<file path="src/sv/trss_pkg.sv">
// Shared constants, types and helpers for the tensor sum-of-squares reduction core.
package trss_pkg;

  // Tensor geometry and accumulator store.
  localparam int MAX_RANK    = 4;
  localparam int RANK_IDX_W  = $clog2(MAX_RANK);
  localparam int STORE_DEPTH = 4096;
  localparam int SLOT_W      = $clog2(STORE_DEPTH);
  localparam int COORD_W     = 12;
  localparam int EXT_W       = 13;
  localparam int EXTENT_MAX  = 4096;

  // Configuration port.
  localparam int CFG_IDX_W  = 3;
  localparam int CFG_DATA_W = 13;
  localparam int RANK_W     = 3;

  // Floating-point datapath.
  localparam int FLOAT_W   = 32;
  localparam int FP_STAGES = 4;
  localparam logic [FLOAT_W-1:0] FP_POS_INF   = 32'h7F80_0000;
  localparam logic [FLOAT_W-1:0] FP_QUIET_BIT = 32'h0040_0000;
  localparam logic [FLOAT_W-1:0] FP_POS_ZERO  = 32'h0000_0000;

  // Result queue and output-count settling time after a configuration write.
  localparam int OUT_DEPTH = 4;
  localparam int OUT_PTR_W = $clog2(OUT_DEPTH);
  localparam int SETTLE    = MAX_RANK - 1;
  localparam int SETTLE_W  = $clog2(SETTLE + 1);

  // Register indexes of the configuration port.
  typedef enum logic [CFG_IDX_W-1:0] {
    CFG_RANK  = 3'd0,
    CFG_SIZE0 = 3'd1,
    CFG_SIZE1 = 3'd2,
    CFG_SIZE2 = 3'd3,
    CFG_SIZE3 = 3'd4,
    CFG_MASK  = 3'd5
  } cfg_reg_t;

  // Operation carried by an input transaction.
  typedef enum logic {
    OP_ACCUM = 1'b0,
    OP_READ  = 1'b1
  } op_t;

  // Entry held by one stage of the accumulate pipeline.
  typedef struct packed {
    logic              valid;
    logic [SLOT_W-1:0] slot;
  } slot_lock_t;

  // Write-back request into the accumulator store.
  typedef struct packed {
    logic               en;
    logic [SLOT_W-1:0]  addr;
    logic [FLOAT_W-1:0] data;
  } store_wr_t;

  // Product of two extents, saturated at the largest extent.
  function automatic logic [EXT_W-1:0] sat_mul(input logic [EXT_W-1:0] a,
                                               input logic [EXT_W-1:0] b);
    logic [2*EXT_W-1:0] p;
    p = a * b;
    if (p > (2*EXT_W)'(EXTENT_MAX)) begin
      return EXT_W'(EXTENT_MAX);
    end
    return p[EXT_W-1:0];
  endfunction

endpackage

</file>
<file path="src/sv/trss_fpu.sv">
// Four-stage single-precision square and accumulate pipeline feeding the store write port.
module trss_fpu import trss_pkg::*; (
  input  logic                          clk,
  input  logic                          rst,
  input  logic                          in_valid,
  input  logic                          in_first,
  input  logic [SLOT_W-1:0]             in_slot,
  input  logic [FLOAT_W-1:0]            in_x,
  input  logic [FLOAT_W-1:0]            acc_data,
  output store_wr_t                     wr,
  output slot_lock_t [FP_STAGES-1:0]    lock
);

  // Stage 1: captured element; the store read is in flight.
  logic               p1_valid;
  logic               p1_first;
  logic [SLOT_W-1:0]  p1_slot;
  logic [FLOAT_W-1:0] p1_x;
  logic [23:0]        p1_man;

  // Stage 2: mantissa product and the accumulator read back.
  logic               p2_valid;
  logic               p2_first;
  logic [SLOT_W-1:0]  p2_slot;
  logic [FLOAT_W-1:0] p2_x;
  logic [47:0]        p2_prod;
  logic [FLOAT_W-1:0] p2_acc;

  // Stage 3: rounded square.
  logic               p3_valid;
  logic               p3_first;
  logic [SLOT_W-1:0]  p3_slot;
  logic [FLOAT_W-1:0] p3_sq;
  logic [FLOAT_W-1:0] p3_acc;

  // Stage 4: aligned addends.
  logic               p4_valid;
  logic               p4_first;
  logic [SLOT_W-1:0]  p4_slot;
  logic [FLOAT_W-1:0] p4_sq;
  logic               p4_spec;
  logic [FLOAT_W-1:0] p4_specval;
  logic [26:0]        p4_ma;
  logic [26:0]        p4_mb;
  logic [7:0]         p4_ex;

  // Square rounding signals.
  logic [7:0]         sq_xe;
  logic [9:0]         sq_eb;
  logic [47:0]        sq_n;
  logic [9:0]         sq_dsh;
  logic [4:0]         sq_dc;
  logic [95:0]        sq_sh;
  logic [47:0]        sq_r;
  logic               sq_ext;
  logic [7:0]         sq_ef;
  logic               sq_inc;
  logic [FLOAT_W-1:0] sq_rnd;
  logic [FLOAT_W-1:0] sq_val;

  // Alignment signals.
  logic               al_anan, al_ainf, al_bnan, al_binf;
  logic               al_spec;
  logic [FLOAT_W-1:0] al_specval;
  logic               al_swap;
  logic [FLOAT_W-1:0] al_big, al_sml;
  logic [7:0]         al_ebig, al_esml, al_d;
  logic [4:0]         al_dc;
  logic [23:0]        al_mbig, al_msml;
  logic [53:0]        al_sh;
  logic [26:0]        al_mb;

  // Add and round signals.
  logic [27:0]        ad_sum;
  logic [26:0]        ad_m;
  logic [8:0]         ad_ex;
  logic [8:0]         ad_biased;
  logic               ad_inc;
  logic [FLOAT_W-1:0] ad_res;

  assign p1_man = {1'b1, p1_x[22:0]};

  // Pipeline valid bits.
  always_ff @(posedge clk) begin
    if (rst) begin
      p1_valid <= 1'b0;
      p2_valid <= 1'b0;
      p3_valid <= 1'b0;
      p4_valid <= 1'b0;
    end else begin
      p1_valid <= in_valid;
      p2_valid <= p1_valid;
      p3_valid <= p2_valid;
      p4_valid <= p3_valid;
    end
  end

  // Pipeline payload.
  always_ff @(posedge clk) begin
    p1_first   <= in_first;
    p1_slot    <= in_slot;
    p1_x       <= in_x;
    p2_first   <= p1_first;
    p2_slot    <= p1_slot;
    p2_x       <= p1_x;
    p2_prod    <= p1_man * p1_man;
    p2_acc     <= acc_data;
    p3_first   <= p2_first;
    p3_slot    <= p2_slot;
    p3_sq      <= sq_val;
    p3_acc     <= p2_acc;
    p4_first   <= p3_first;
    p4_slot    <= p3_slot;
    p4_sq      <= p3_sq;
    p4_spec    <= al_spec;
    p4_specval <= al_specval;
    p4_ma      <= {al_mbig, 3'b000};
    p4_mb      <= al_mb;
    p4_ex      <= al_ebig;
  end

  // Normalize and round the square; subnormal inputs square to zero.
  always_comb begin
    sq_xe  = p2_x[30:23];
    sq_eb  = {1'b0, sq_xe, 1'b0} + {9'b0, p2_prod[47]};
    sq_n   = p2_prod[47] ? p2_prod : {p2_prod[46:0], 1'b0};
    sq_dsh = 10'd128 - sq_eb;
    sq_dc  = (sq_dsh > 10'd25) ? 5'd25 : sq_dsh[4:0];
    sq_sh  = {sq_n, 48'b0} >> sq_dc;
    if (sq_eb >= 10'd128) begin
      sq_ef  = 8'(sq_eb - 10'd127);
      sq_r   = sq_n;
      sq_ext = 1'b0;
    end else begin
      sq_ef  = 8'd0;
      sq_r   = sq_sh[95:48];
      sq_ext = |sq_sh[47:0];
    end
    sq_inc = sq_r[23] & ((|sq_r[22:0]) | sq_ext | sq_r[24]);
    sq_rnd = {1'b0, sq_ef, sq_r[46:24]} + {31'b0, sq_inc};
    if (sq_xe == 8'd0) begin
      sq_val = FP_POS_ZERO;
    end else if (sq_xe == 8'hFF) begin
      sq_val = (|p2_x[22:0]) ? (p2_x | FP_QUIET_BIT) : FP_POS_INF;
    end else if (sq_eb >= 10'd382) begin
      sq_val = FP_POS_INF;
    end else begin
      sq_val = sq_rnd;
    end
  end

  // Special operands and exponent alignment of the smaller addend.
  always_comb begin
    al_anan = (&p3_acc[30:23]) & (|p3_acc[22:0]);
    al_ainf = (&p3_acc[30:23]) & ~(|p3_acc[22:0]);
    al_bnan = (&p3_sq[30:23]) & (|p3_sq[22:0]);
    al_binf = (&p3_sq[30:23]) & ~(|p3_sq[22:0]);
    al_spec = al_anan | al_ainf | al_bnan | al_binf;
    if (al_anan) begin
      al_specval = p3_acc | FP_QUIET_BIT;
    end else if (al_bnan) begin
      al_specval = p3_sq | FP_QUIET_BIT;
    end else begin
      al_specval = FP_POS_INF;
    end
    al_swap = p3_sq[30:0] > p3_acc[30:0];
    al_big  = al_swap ? p3_sq : p3_acc;
    al_sml  = al_swap ? p3_acc : p3_sq;
    al_ebig = (al_big[30:23] == 8'd0) ? 8'd1 : al_big[30:23];
    al_esml = (al_sml[30:23] == 8'd0) ? 8'd1 : al_sml[30:23];
    al_mbig = {|al_big[30:23], al_big[22:0]};
    al_msml = {|al_sml[30:23], al_sml[22:0]};
    al_d    = al_ebig - al_esml;
    al_dc   = (al_d > 8'd27) ? 5'd27 : al_d[4:0];
    al_sh   = {al_msml, 30'b0} >> al_dc;
    al_mb   = {al_sh[53:28], al_sh[27] | (|al_sh[26:0])};
  end

  // Add two nonnegative values, renormalize by at most one place and round.
  always_comb begin
    ad_sum = {1'b0, p4_ma} + {1'b0, p4_mb};
    if (ad_sum[27]) begin
      ad_m = {ad_sum[27:2], ad_sum[1] | ad_sum[0]};
    end else begin
      ad_m = ad_sum[26:0];
    end
    ad_ex     = {1'b0, p4_ex} + {8'b0, ad_sum[27]};
    ad_biased = ad_ex - 9'd1;
    ad_inc    = ad_m[2] & ((|ad_m[1:0]) | ad_m[3]);
    ad_res    = {1'b0, ad_biased[7:0], 23'b0} + {8'b0, ad_m[26:3]} + {31'b0, ad_inc};
  end

  // Write-back request.
  always_comb begin
    wr.en   = p4_valid;
    wr.addr = p4_slot;
    if (p4_first) begin
      wr.data = p4_sq;
    end else if (p4_spec) begin
      wr.data = p4_specval;
    end else if (ad_ex >= 9'd255) begin
      wr.data = FP_POS_INF;
    end else begin
      wr.data = ad_res;
    end
  end

  // Entries held by each stage, for the read-after-write interlock.
  always_comb begin
    lock[0].valid = p1_valid;
    lock[0].slot  = p1_slot;
    lock[1].valid = p2_valid;
    lock[1].slot  = p2_slot;
    lock[2].valid = p3_valid;
    lock[2].slot  = p3_slot;
    lock[3].valid = p4_valid;
    lock[3].slot  = p4_slot;
  end

endmodule

</file>
<file path="config.mk">
export PLATFORM = sky130hd
export DESIGN_NAME = trss_fpu
export DESIGN_NICKNAME = d
export VERILOG_FILES = /design/src/sv/trss_pkg.sv /design/src/sv/trss_fpu.sv
export SDC_FILE = /design/constraint.sdc
export NUM_CORES = 2
export LEC_CHECK = 0
export BUFFER_PORTS_ARGS = -buffer_cell sky130_fd_sc_hd__buf_2
export CAP_MARGIN = 20
export CORE_MARGIN = 2
export CORE_UTILIZATION = 25
export CTS_CLUSTER_DIAMETER = 60
export CTS_CLUSTER_SIZE = 28
export DETAILED_ROUTE_END_ITERATION = 6
export PLACE_DENSITY = 0.35
export SLEW_MARGIN = 0
export SYNTH_ARGS = -nofsm -noshare
export SYNTH_HDL_FRONTEND = slang
export SYNTH_SLANG_ARGS = --single-unit
</file>
<file path="constraint.sdc">
create_clock -name clk -period 14.03 [get_ports clk]
set_clock_uncertainty 0.2 [all_clocks]
set_input_delay 3.5075 -clock clk [delete_from_list [all_inputs] [get_ports clk]]
set_output_delay 3.5075 -clock clk [all_outputs]
set_load 0.05 [all_outputs]
</file>
Word-level counts from Yosys, hierarchy flattened

Index checks and enable logic that the tools add are counted.

Register bits after elaboration: 388
Output and inout bits: 97
Input bits: 80
Logic and storage cells: 94

Eq/ne operators: 1
Add/sub/neg operators: 10
Shifts and indexed selects: 2
Mux-type cells: 19
Reductions and logical operators: 14
Bitwise operators: 16
Magnitude comparators: 6
Multipliers: 1

Operators with widths:

| cell                                                 | count |
|---|---|
| 2-to-1 mux 32 bit                                    | 8 |
| right shift 96 x 5 -> 95 bit                         | 1 |
| OR reduction 23 bit                                  | 4 |
| 2-to-1 mux 31 bit                                    | 2 |
| right shift 54 x 5 -> 54 bit                         | 1 |
| multiplier 24 x 24 -> 48 bit                         | 1 |
| 2-to-1 mux 48 bit                                    | 1 |
| OR reduction 48 bit                                  | 1 |
| 2-to-1 mux 47 bit                                    | 1 |
| adder 31 x 1 -> 32 bit                               | 1 |
| adder 31 x 24 -> 32 bit                              | 1 |
| adder 32 x 1 -> 32 bit                               | 1 |
| > comparator 31 bit                                  | 1 |
| adder 27 x 27 -> 28 bit                              | 1 |
| 2-to-1 mux 27 bit                                    | 1 |
| OR reduction 27 bit                                  | 1 |
| zero test 8 bit                                      | 3 |
| 2-to-1 mux 8 bit                                     | 3 |
| AND reduction 8 bit                                  | 2 |
| OR reduction 8 bit                                   | 2 |
| adder 9 x 1 -> 10 bit                                | 1 |
| >= comparator 10 x 8 -> 1 bit, second input constant | 1 |
| >= comparator 10 x 9 -> 1 bit, second input constant | 1 |
| > comparator 10 x 5 -> 1 bit, second input constant  | 1 |
| other kinds (14)                                     | 28 |

Depth between registers and ports, before layout

Depth in word-level cells: 13
Mapped depth: 33
Mapped depth without buffers: 29

Worst setup path before layout

No wires, ideal clock.

Kind: register to output
Start point: register p4_ma[3]
End point: output port wr[28] in the netlist's numbering
Path buffers: 3
Data required time: 10322 ps
Stages on the path, launching flop included: 27
Arrival time: 7113 ps
Path slack: 3209 ps
Cell sequence: dfxtp_1 -> ha_1 -> fa_1 -> a21o_1 -> a21oi_1 -> o21ai_0 -> nand4_1 -> a21o_1 -> a211o_1 -> and2_1 -> inv_2 -> clkbuf_1 -> clkbuf_1 -> clkbuf_1 -> a21oi_1 -> a21oi_1 -> ha_1 -> ha_1 -> nand3_1 -> a211o_1 -> nor4_1 -> nand3_1 -> inv_1 -> o2111ai_1 -> a2111oi_0 -> nor4_1 -> nor4_1

RTL lines:

| element                  | RTL line        | RTL |
|---|---|---|
| start: declaration       | trss_fpu.sv:43  | `logic [26:0] p4_ma;` |
| start signal: assignment | trss_fpu.sv:117 | `p4_ma <= {al_mbig, 3'b000};` |
| end: declaration         | trss_fpu.sv:10  | `output store_wr_t wr,` |

==> impl_results.md <==
- Outcome: finished, final reports clean
- DRC Markers: 0
- Number of top-level design ports: between 150 and 200
- Vias/cell: ~4.7
- Required time worst endpoint: between 10 and 15 ns
- Syn Inst Count: just over 4000
- Primary FF master, synth: sky130_fd_sc_hd__dfxtp_1
- Synth top area share: approximately a quarter
- Minimum period implied by the final worst setup slack: about 12 ns
- Area growth, synth to finish: 14.1%
- Maximum number of pins on one net before global-route repair: just over 70
- Total number of vias: approximately 30000
- Layout cells sized above 1: between 10 and 15%
- EDFF count, synth: 0
- CTS tree: done
- Fraction of the yosys area taken by sequential cells: a little over a fifth
- Finished Layout Cells: 6169
- Worst path max stage delay: approximately 0.85 ns
- Resized Gates After CTS: 0
- Die Width: between 300 and 400 µm
- Worst setup slack for register-to-register paths: slightly below 5 ns
- Maximum level of the CTS H-tree: 2
- Seq cells post-synth: between 300 and 400
- Cell with the most instances after synthesis: sky130_fd_sc_hd__inv_1
- Number of clock buffers inserted by TritonCTS: 55
- Post CTS Setup Buffer Count: 0
- # rows: between 100 and 150
- Core occupancy in the finished layout: between 20% and 30%
- Sort of element at the end of the critical path: output pin
- Final hold violation count: 0
- Startpoint type of the worst setup path: flop
- Crit path depth: 27
- Asr flop ratio synth: 0%
- Final Net Count: between 4000 and 5000
- Most common cell on crit path: sky130_fd_sc_hd__buf_4
- Path category of the worst min-delay check: reg2reg
- Capture point of the worst reg-to-reg path: p4_mb[0]
- CP Capture Point: wr[26]
- Drt first pass iters: 5
- Cells taking the most area after synthesis: sky130_fd_sc_hd__fa_1 (24%), sky130_fd_sc_hd__dfxtp_1 (21%), sky130_fd_sc_hd__ha_1 (8.6%), sky130_fd_sc_hd__inv_1 (6.0%), sky130_fd_sc_hd__nand2_1 (4.0%)
- Top cell family by delay on the critical path: compound AO/OA/AOI/OAI gates
- Worst-case clock buffer depth: 3
- IO Port Bufs: ~180
- Number of different library cells in the post-synthesis netlist: about 110
- Number of cells after detailed placement: approximately 6100
- Initial detailed-routing violation count: between 1500 and 2000
- Global-route wire length before repair: just under 200000 µm
- Reg2Reg Depth: 27
- Launch point of the worst path: p4_mb[3]
- Antenna-violating nets left: 0
- Warnings, synthesis: 0
- Number of max-slew violations in the final report: 0
- Clock sink total: slightly below 400
- Gpl congestion: between 0.8 and 0.9
- Crit share post-route: roughly 80%
- F_max: 0.0867 GHz
- Number of antenna violations at the first check in global routing: 7
- Via count of the first global-routing pass: around 30000
- Filler Cell Count: ~16000
- Max FO, Critical Path: 28
- Synthesized area per cell: approximately 8.8 µm²
- Reg2Reg Launch Point: p3_acc[3]
- Clock transition at the registers of the reported paths: 0.08 ns
- Post-DR wirelength/cell: roughly 21 µm
- Clock root buffer master: sky130_fd_sc_hd__clkbuf_16
- Hold buffer count at CTS: 0
- Clock network latency to the later pin of the worst-skew pair: 0.68 ns
- Post-synthesis instance area: around 36000 µm²
- Detailed Route WL: ~130000 µm
- Post-synthesis cell type with the largest combined area: sky130_fd_sc_hd__fa_1
- Slew at the pin closest to its max-slew limit: ~1.1 ns
- Total track usage: between 10% and 20%
- Total negative setup slack: 0 ns
- Cell at the slowest stage of the critical path: sky130_fd_sc_hd__a2111oi_0
- Worst Setup Path Type: reg2out
- Max-cap violations: 0
- Relative slew slack: around a quarter
- Setup violators final: 0
- Initial cell density of the core: 25.1%
- Total buffers and inverters traversed by the critical path: 6
- Die Footprint: 147000 µm²
- Grt ovf: 0
- Most common library cells after synthesis: sky130_fd_sc_hd__inv_1 (572), sky130_fd_sc_hd__fa_1 (425), sky130_fd_sc_hd__dfxtp_1 (386), sky130_fd_sc_hd__nand2_1 (379)
- RSZ-0062 raised after global routing: no
- Die H: 383 µm
- Half-perimeter wire length of the detailed placement result: slightly above 100000 µm
- Core area: ~140000 µm²
- Data arrival time of the critical path: 7.83 ns
cell families (layout without fill, tap and decap cells):
group,Yosys count,in the layout,synth area share [%]
buffers and inverters,765,927,8.44
other,1,11,0.0104
muxes,85,85,2.65
xor gates and xnor gates,145,145,3.53
and+or+nand+nor,1180,1180,15.9
AOI/OAI and AO/OA,861,861,15.8
adders and majority gates,671,671,32.2
DFF,386,386,21.5
sequential cells by signal, summed over array words and instances, names as in the netlist, 12 cells and up:
name and cells:
p4_ma 24, p4_mb 27, p4_slot 12, p1_slot 12, p4_specval 32, p3_sq 32, p1_x 32, p2_prod 47
p4_sq 32, p2_acc 32, p2_x 31, p3_slot 12, p2_slot 12, p3_acc 32
worst register-to-register path, cell delays in order (launching register included):
cell                        delay [ns]
sky130_fd_sc_hd__dfxtp_1          0.73
sky130_fd_sc_hd__inv_1            0.13
sky130_fd_sc_hd__ha_1             0.33
sky130_fd_sc_hd__nand4_1          0.18
sky130_fd_sc_hd__nor4_1           0.62
sky130_fd_sc_hd__nand3_1          0.22
sky130_fd_sc_hd__o41ai_2          0.08
sky130_fd_sc_hd__buf_4            0.29
sky130_fd_sc_hd__nand2_2          0.26
sky130_fd_sc_hd__o21ai_0          0.51
sky130_fd_sc_hd__nor4_1           0.12
sky130_fd_sc_hd__nor4b_1          0.18
sky130_fd_sc_hd__nor2b_1          0.19
sky130_fd_sc_hd__ha_1             0.19
sky130_fd_sc_hd__inv_1            0.06
sky130_fd_sc_hd__fa_1             0.44
sky130_fd_sc_hd__xnor2_1          0.47
sky130_fd_sc_hd__o311ai_0         0.28
sky130_fd_sc_hd__a211oi_1         0.45
sky130_fd_sc_hd__nand3_1          0.57
sky130_fd_sc_hd__and3_1           0.43
sky130_fd_sc_hd__a211oi_1         0.56
sky130_fd_sc_hd__a22oi_1          0.14
sky130_fd_sc_hd__o31a_1           0.19
sky130_fd_sc_hd__a22oi_1          0.24
sky130_fd_sc_hd__or4b_2           0.60
sky130_fd_sc_hd__a2111oi_0        0.33
sky130_fd_sc_hd__o21bai_1         0.09
how the worst min path moves through the flow:
stage,from,end,slack [ns],depth (start not counted)
2_1_floorplan,p1_first,p2_first,0.11,0
3_3_place_gp,p2_acc[29],p3_acc[29],0.11,0
3_5_place_dp,p2_acc[17],p3_acc[17],0.11,0
4_1_cts,p1_x[23],p2_x[23],0.13,0
5_1_grt,p1_x[23],p2_x[23],0.13,0
6_report,p2_acc[18],p3_acc[18],0.11,0
layout make-up:
| type | instances | area (µm²) | share of cell area (%) |
|---|---|---|---|
| clock buffers | 56 | 1390 | 3.39 |
| flip-flops and latches | 386 | 7730 | 18.8 |
| multi-input cells | 2950 | 25300 | 61.6 |
| repair buffers | 246 | 1430 | 3.47 |
| inverters | 577 | 2170 | 5.28 |
| well taps | 1903 | 2380 | 5.80 |
| diodes | 3 | 7.51 | 0.0183 |
| clock inverters | 48 | 661 | 1.61 |
metal layers:
layer	part of all wire [%]	up-vias	track usage [%]
li1	-	14000	-
met1	47	14400	24.1
met2	47	722	29.3
met3	3.8	157	1.62
met4	2.7	0	4.87
met5	0	-	0
placed cells by master (no fill, tap or decap), types with 23 or more instances in the layout:
cell type,n
sky130_fd_sc_hd__a211oi_1,40
sky130_fd_sc_hd__a21o_1,39
sky130_fd_sc_hd__a21oi_1,220
sky130_fd_sc_hd__a22o_1,26
sky130_fd_sc_hd__a22oi_1,30
sky130_fd_sc_hd__a31oi_1,43
sky130_fd_sc_hd__and2_1,146
sky130_fd_sc_hd__and3_1,31
sky130_fd_sc_hd__buf_2,176
sky130_fd_sc_hd__buf_4,69
sky130_fd_sc_hd__clkbuf_16,55
sky130_fd_sc_hd__dfxtp_1,384
sky130_fd_sc_hd__fa_1,425
sky130_fd_sc_hd__ha_1,246
sky130_fd_sc_hd__inv_1,572
sky130_fd_sc_hd__mux2_2,23
sky130_fd_sc_hd__mux2i_1,56
sky130_fd_sc_hd__nand2_1,378
sky130_fd_sc_hd__nand2b_1,23
sky130_fd_sc_hd__nand3_1,114
sky130_fd_sc_hd__nand4_1,29
sky130_fd_sc_hd__nor2_1,243
sky130_fd_sc_hd__nor2b_1,33
sky130_fd_sc_hd__nor3_1,59
sky130_fd_sc_hd__nor4_1,48
sky130_fd_sc_hd__o211ai_1,36
sky130_fd_sc_hd__o21ai_0,187
sky130_fd_sc_hd__o22ai_1,33
sky130_fd_sc_hd__xnor2_1,91
sky130_fd_sc_hd__xor2_1,53
stage by stage:
| stage | instance area (µm²) | hold WS (ns) | setup slack, ns |
|---|---|---|---|
| final | 41000 | 0.111 | 2.49 |
| after global routing | 41000 | 0.131 | 2.09 |
| after global placement | 39000 | 0.111 | 3.24 |
| after detailed placement | 39000 | 0.112 | 3.24 |
| after floorplan | 36000 | 0.110 | 3.21 |
| after CTS | 41000 | 0.129 | 2.45 |
Power is left out: the tool's default activity adds up to more than one toggle a clock period on the data nets, which glitch-free logic cannot reach.
